<file path="src/rtl/ooi_pkg.sv">
// ----------------------------------------------------------------------------
// ooi_pkg: shared types and constants
// Transaction payloads, register map, cell codes and control bundles for the
// occupancy obstacle inflation block.
// ----------------------------------------------------------------------------
package ooi_pkg;

  localparam int DEF_MAX_WIDTH  = 256;
  localparam int DEF_MAX_HEIGHT = 256;
  localparam int DEF_MAX_REACH  = 8;

  localparam logic [7:0] OBSTACLE_CODE = 8'd100;
  localparam logic [7:0] INFLATED_CODE = 8'd70;
  localparam logic [7:0] FREE_CODE     = 8'd0;

  localparam logic FUNC_WRITE = 1'b0;
  localparam logic FUNC_QUERY = 1'b1;

  typedef enum logic [1:0] {
    REG_GRID_WIDTH  = 2'd0,
    REG_GRID_HEIGHT = 2'd1,
    REG_REACH_CELLS = 2'd2,
    REG_RADIUS_SQ   = 2'd3
  } reg_idx_t;

  typedef struct packed {
    logic              func;
    logic [7:0]        col;
    logic [7:0]        row;
    logic signed [7:0] cell_value;
  } req_t;

  typedef struct packed {
    logic signed [7:0] inflated_value;
    logic [7:0]        out_col;
    logic [7:0]        out_row;
  } rsp_t;

  typedef struct packed {
    logic [8:0] grid_width;
    logic [8:0] grid_height;
    logic [3:0] reach_cells;
    logic [7:0] radius_sq_cells;
  } cfg_t;

  typedef enum logic [2:0] {
    ST_IDLE,
    ST_CENTRE,
    ST_SCAN,
    ST_DRAIN,
    ST_DONE
  } state_t;

  typedef struct packed {
    logic accept;
    logic centre;
    logic scan;
    logic load_out;
  } cmd_t;

  typedef struct packed {
    logic outside;
    logic centre_obst;
    logic reach_zero;
    logic near;
    logic last;
    logic out_free;
  } stat_t;

endpackage

</file>
<file path="src/rtl/ooi_ctrl.sv">
// ----------------------------------------------------------------------------
// ooi_ctrl: query sequencer
// Steps a query through centre lookup, window scan and result hand-off.
// ----------------------------------------------------------------------------
module ooi_ctrl (
  input  logic           clk,
  input  logic           rst,
  input  logic           req_valid,
  input  logic           req_func,
  input  ooi_pkg::stat_t stat,
  output logic           req_ready,
  output ooi_pkg::cmd_t  cmd
);
  import ooi_pkg::*;

  state_t state;
  state_t state_next;

  always_ff @(posedge clk) begin
    if (rst) begin
      state <= ST_IDLE;
    end else begin
      state <= state_next;
    end
  end

  always_comb begin
    state_next = state;
    unique case (state)
      ST_IDLE: begin
        if (req_valid && req_func == FUNC_QUERY) begin
          state_next = ST_CENTRE;
        end
      end
      ST_CENTRE: begin
        if (stat.outside || stat.centre_obst || stat.reach_zero) begin
          state_next = ST_DONE;
        end else begin
          state_next = ST_SCAN;
        end
      end
      ST_SCAN: begin
        priority if (stat.near) begin
          state_next = ST_DONE;
        end else if (stat.last) begin
          state_next = ST_DRAIN;
        end
      end
      ST_DRAIN: begin
        state_next = ST_DONE;
      end
      ST_DONE: begin
        if (stat.out_free) begin
          state_next = ST_IDLE;
        end
      end
      default: begin
        state_next = ST_IDLE;
      end
    endcase
  end

  always_comb begin
    req_ready    = (state == ST_IDLE);
    cmd.accept   = (state == ST_IDLE) && req_valid;
    cmd.centre   = (state == ST_CENTRE);
    cmd.scan     = (state == ST_SCAN);
    cmd.load_out = (state == ST_DONE) && stat.out_free;
  end

endmodule

</file>
<file path="config.mk">
export PLATFORM = sky130hd
export DESIGN_NAME = ooi_ctrl
export DESIGN_NICKNAME = d
export VERILOG_FILES = /design/src/rtl/ooi_pkg.sv /design/src/rtl/ooi_ctrl.sv
export SDC_FILE = /design/constraint.sdc
export NUM_CORES = 1
export LEC_CHECK = 0
export BUFFER_PORTS_ARGS = -buffer_cell sky130_fd_sc_hd__buf_2
export CAP_MARGIN = 10
export CORE_AREA = 3 3 40 42
export CTS_BUF_LIST = sky130_fd_sc_hd__clkbuf_8
export DETAILED_ROUTE_END_ITERATION = 7
export DIE_AREA = 0 0 43 45
export HOLD_SLACK_MARGIN = 0.1
export MAX_ROUTING_LAYER = met4
export SETUP_SLACK_MARGIN = 0.05
export SLEW_MARGIN = 5
export SYNTH_ARGS = -nofsm -noshare
export SYNTH_HDL_FRONTEND = slang
export SYNTH_SLANG_ARGS = --single-unit
</file>
<file path="constraint.sdc">
create_clock -name clk -period 1.55 [get_ports clk]
set_input_delay 0.0775 -clock clk [delete_from_list [all_inputs] [get_ports clk]]
set_output_delay 0.0775 -clock clk [all_outputs]
set_load 0.02 [all_outputs]
</file>
# [Word level (Yosys, flattened, before mapping)]
# Index checks and enable logic that the tools add are counted.
[classes] mux=6 n_reduce_logical=7 eq_ne=7
[ops] op="$mux W3" n=5
[ops] op="$pmux W3 S5" n=1
[ops] op="$eq A3 B2 Y1 const B" n=2
[ops] op="$eq A3 B1 Y1 const B" n=1
[ops] op="$eq A3 B3 Y1 const B" n=1
[ops] op="$logic_and A1 B1 Y1" n=3
[ops] op="$logic_not A3 Y1" n=1
[ops] op="$ne A3 B3 Y1 const B" n=1
[ops] op="$reduce_and A3 Y1" n=1
[ops] op="$logic_or A1 B1 Y1" n=2
[ops] op="$ne A2 B1 Y1 const B" n=1
[ops] op="$ne A2 B2 Y1 const B" n=1
[word_totals] reg_bits=3 output_inout_bits=5

# [Logic depth before layout (Yosys ltp)]
[logic_depth] ltp_word=4 ltp_mapped=5

# [Worst setup path before layout]
# OpenSTA, ideal clock, no wires.
[synth_path] path_type="reg2reg" startpoint="register state[0]" endpoint="register state[0]" n_path_buf=1 arrival_time_ps=1354 path_slack_ps=81 period_less_slack_ps=1469 t_required_ps=1434 stages_incl_launch_ff=5 path_cell_list="dfxtp_1 > buf_2 > nor3_1 > a21oi_1 > and3_1"
[synth_between] elab_chain_cells=3 word_cells_on_any_way=10 cone_classes="eq/ne (7); mux (1); reduce/logical (2)"
[synth_lines] item="start, declared" line_no="ooi_ctrl.sv:16" source="state_t state;"
[synth_lines] item="start signal, assigned" line_no="ooi_ctrl.sv:23" source="state <= state_next;"
[synth_lines] item="$logic_not A3 Y1 *"
[synth_lines] item="net req_ready" line_no="ooi_ctrl.sv:11" source="output logic req_ready,"
[synth_lines] item="$ne A2 B1 Y1 (no source line)"
[synth_lines] item="$reduce_and A3 Y1 (no source line)"
# Mark *: on every way through the listed nets, which the timed path passes. The rest lies on a longest branch.
# A chain may end at the register's enable or synchronous reset.

# [Worst setup path after layout]
[layout_path] startpoint="register state[2]" endpoint="register state[1]"
[layout_between] elab_chain_cells=3 word_cells_on_any_way=10 cone_classes="eq/ne (7); mux (1); reduce/logical (2)"
[layout_lines] item="$eq A3 B2 Y1, or another cell as far along" line_no="ooi_ctrl.sv:29" source="unique case (state)"
[layout_lines] item="$ne A3 B3 Y1 (no source line), or another cell as far along"
[layout_lines] item="$reduce_and A3 Y1 (no source line)"
# Parallel ways exist; a longest one is shown, timed or not.

==> out/qor.yml <==
first_global_vias: 245
seqPwrFrac_pct: 24.2
postCtsSetupBuffers: 0
drv_cap: 0
holdPathEnd: "state[2]"
p_leak_uw: 0.000184
crit_chain: "or4b_1, a21oi_2, o221a_2"
grt_usage_pct: 7.20
crit_fanout: 8
row_count: 13
p_switching_uw: 95.7
arrival_ns: 1.50
synth-seq-cells: 3
path_clk_slew_ns: 0.03
dr.pass1.iters: 2
ant_nets: 0
hpwl_um: 462
overflow: 0
power.total_uw: 376
holdPathStages: 3
async_flop_share_pct: 0
setup_viol: 0
cp_slowest_cell: "or4b_1"
io_buffers: 14
r2r-start: "state[2]"
pwr-share-clk_pct: 58.8
antenna_found_initial: 0
largest_reg_flops: 3
cellPowerDensity_mw_per_mm2: 1060
clockBufferDepth: 2
synth.distinct_cells: 21
worst-endpoint-required_ns: 1.71
top_register: "state"
grt_max_degree: 10
synthTopCellsByCount: "nor2_1, dfxtp_1, inv_1, nand2_1, or3b_1"
worstRegToRegCells: 3
num_vias: 268
start_util_pct: 17.5
r2r_slack_ns: 0.21
grt_pass1_wl_um: 1010
postSynthAreaPerCell_um2: 7.77
num-fill-cells: 141
final_layout_size_suffix_gt1_share_pct: 45.7
synthTopCellsByArea: "dfxtp_1, or3b_1, nor2_1"
final_cell_area_um2: 355
hold_start: "rst"
dieHeight_um: 45
report.final.slew_viol_count: 0
r2r-end: "state[1]"
crit_type: "flop to flop"
critPathLaunchType: "flop"
area_growth_pct: 57.8
internal_power_uw: 280
root_buffer: "clkbuf_8"
wl_per_cell_um: 9.87
ctsHoldBuffers: 0
setup_tns_ns: 0
slew_headroom_pct: 82.0
synthDominantCellAreaShare_pct: 26.7
synth_nets: 39
ioPinCount: 15
swShare_pct: 25.5
clk_latency_ns: 0.21
cts-buffers-inserted: 3
fmax_ghz: 0.748
nets: 57
irDropWorstVdd_mv: 0.311
synthFlopType: "dfxtp_1"
rsz0062_at_grt: "no"
core_mm2: 0.00128
drc: 0
cts-htree-levels: 1
cp-end-kind: "flop"
die_w_um: 43
reg.largest.list: "state (3)"
hp-class: "primary input to flop"
yosys.area.top_type: "dfxtp_1"
status: "completed"
synth-edff-count: 0
tritoncts: "yes"
synth.yosys.seq_area_share_pct: 26.7
multi_input_area_um2: 153
tightestPinTransition_ns: 0.268
drt_iter0_drc: 3
period_minus_slack_ns: 1.34
register_area_um2: 61.3
dieArea_mm2: 0.00194
ys_warn_count: 0
p_comb_share_pct: 17.0
cts.sinks: 3
synthMostInstantiatedCell: "nor2_1"
finalCritPeriodShare_pct: 86.3
drt_wl_total_um: 602
antennaDiodeCount: 0
netlist_instances: 29
gp_congestion: 0.830
worst_clock_skew_ns: 0.00127
hold_viol_final: 0
place_area_um2: 309
slowest_delay_ns: 0.56
syn_area_um2: 225
vias_per_cell: 4.39
==> cells in the final DEF (no fill, tap or decap), drive strengths merged <==
cell type / n
o21ai: 1
o211a: 1
dfxtp: 3
or3b: 2
o32ai: 1
nor3: 1
nand2b: 1
buf: 14
a21oi: 2
o2bb2ai: 1
clkbuf: 3
o221a: 1
and3: 2
or4: 1
nor2: 4
nand2: 2
and2: 1
inv: 3
or3: 1
or4b: 1
==> worst max-delay path, delay by kind of cell, from the launching register on <==
kind / cells / cell delay, ns
AO/OA/AOI/OAI: 2 / 0.37
flip-flops: 1 / 0.35
AND/OR/NAND/NOR: 1 / 0.56
==> power groups by stage <==
stage / Clock (uW) / Sequential (uW) / Combinational, uW
after detailed placement: 0 / 91.4 / 64.4
final: 221 / 91.0 / 64.0
after global placement: 0 / 90.5 / 65.3
after global routing: 239 / 92.6 / 72.3
after CTS: 231 / 90.3 / 64.5
after floorplan: 0 / 84.7 / 45.1
==> worst max-delay path by stage <==
stage | slack (ns) | from | end
2_1_floorplan | 0.08 | state[0] | state[0]
3_3_place_gp | 0.25 | state[2] | state[1]
3_5_place_dp | 0.22 | state[2] | state[1]
4_1_cts | 0.13 | state[0] | cmd[2]
5_1_grt | 0.14 | state[0] | cmd[2]
6_report | 0.21 | state[2] | state[1]
==> stage by stage <==
step | worst slack (ns) | hold WS, ns | util, % | std cells
2_1_floorplan | 0.0809 | 0.258 | - | 29
3_3_place_gp | 0.247 | 0.369 | 24.1 | 57
3_5_place_dp | 0.220 | 0.371 | 24.1 | 57
4_1_cts | 0.129 | 0.148 | 27.6 | 61
5_1_grt | 0.140 | 0.176 | 27.7 | 61
6_report | 0.213 | 0.151 | 27.7 | 61
==> routing by layer <==
| metal | vias to the layer above | global-route usage (%) | wire (um) |
|---|---|---|---|
| met1 | 116 | 9.40 | 328 |
| li1 | 140 | - | - |
| met3 | 0 | 3.19 | 52 |
| met4 | 0 | 5.42 | 0 |
| met5 | - | - | 0 |
| met2 | 12 | 8.38 | 221 |
==> cell type report <==
type | count | share of cell area [%]
Timing Repair Buffer | 14 | 19.7
Inverter | 2 | 2.11
Tap cell | 15 | 5.28
Sequential cell | 3 | 17.3
Clock inverter | 1 | 1.06
Multi-Input combinational cell | 23 | 43.0
Clock buffer | 3 | 11.6
==> logic make-up (layout without fill, tap and decap cells) <==
| family | after synthesis | count (layout) | share of synthesized area [%] |
|---|---|---|---|
| buf+inv | 3 | 20 | 5.55 |
| compound gates | 7 | 7 | 25.6 |
| simple gates | 16 | 16 | 42.2 |
| flops | 3 | 3 | 26.7 |
==> repair_timing <==
action                     4_1_cts  5_1_grt
gates resized for setup          0        1
hold endpoints to repair         0        0
setup endpoints to repair        0        1
Power figures use the tool's default switching activity.
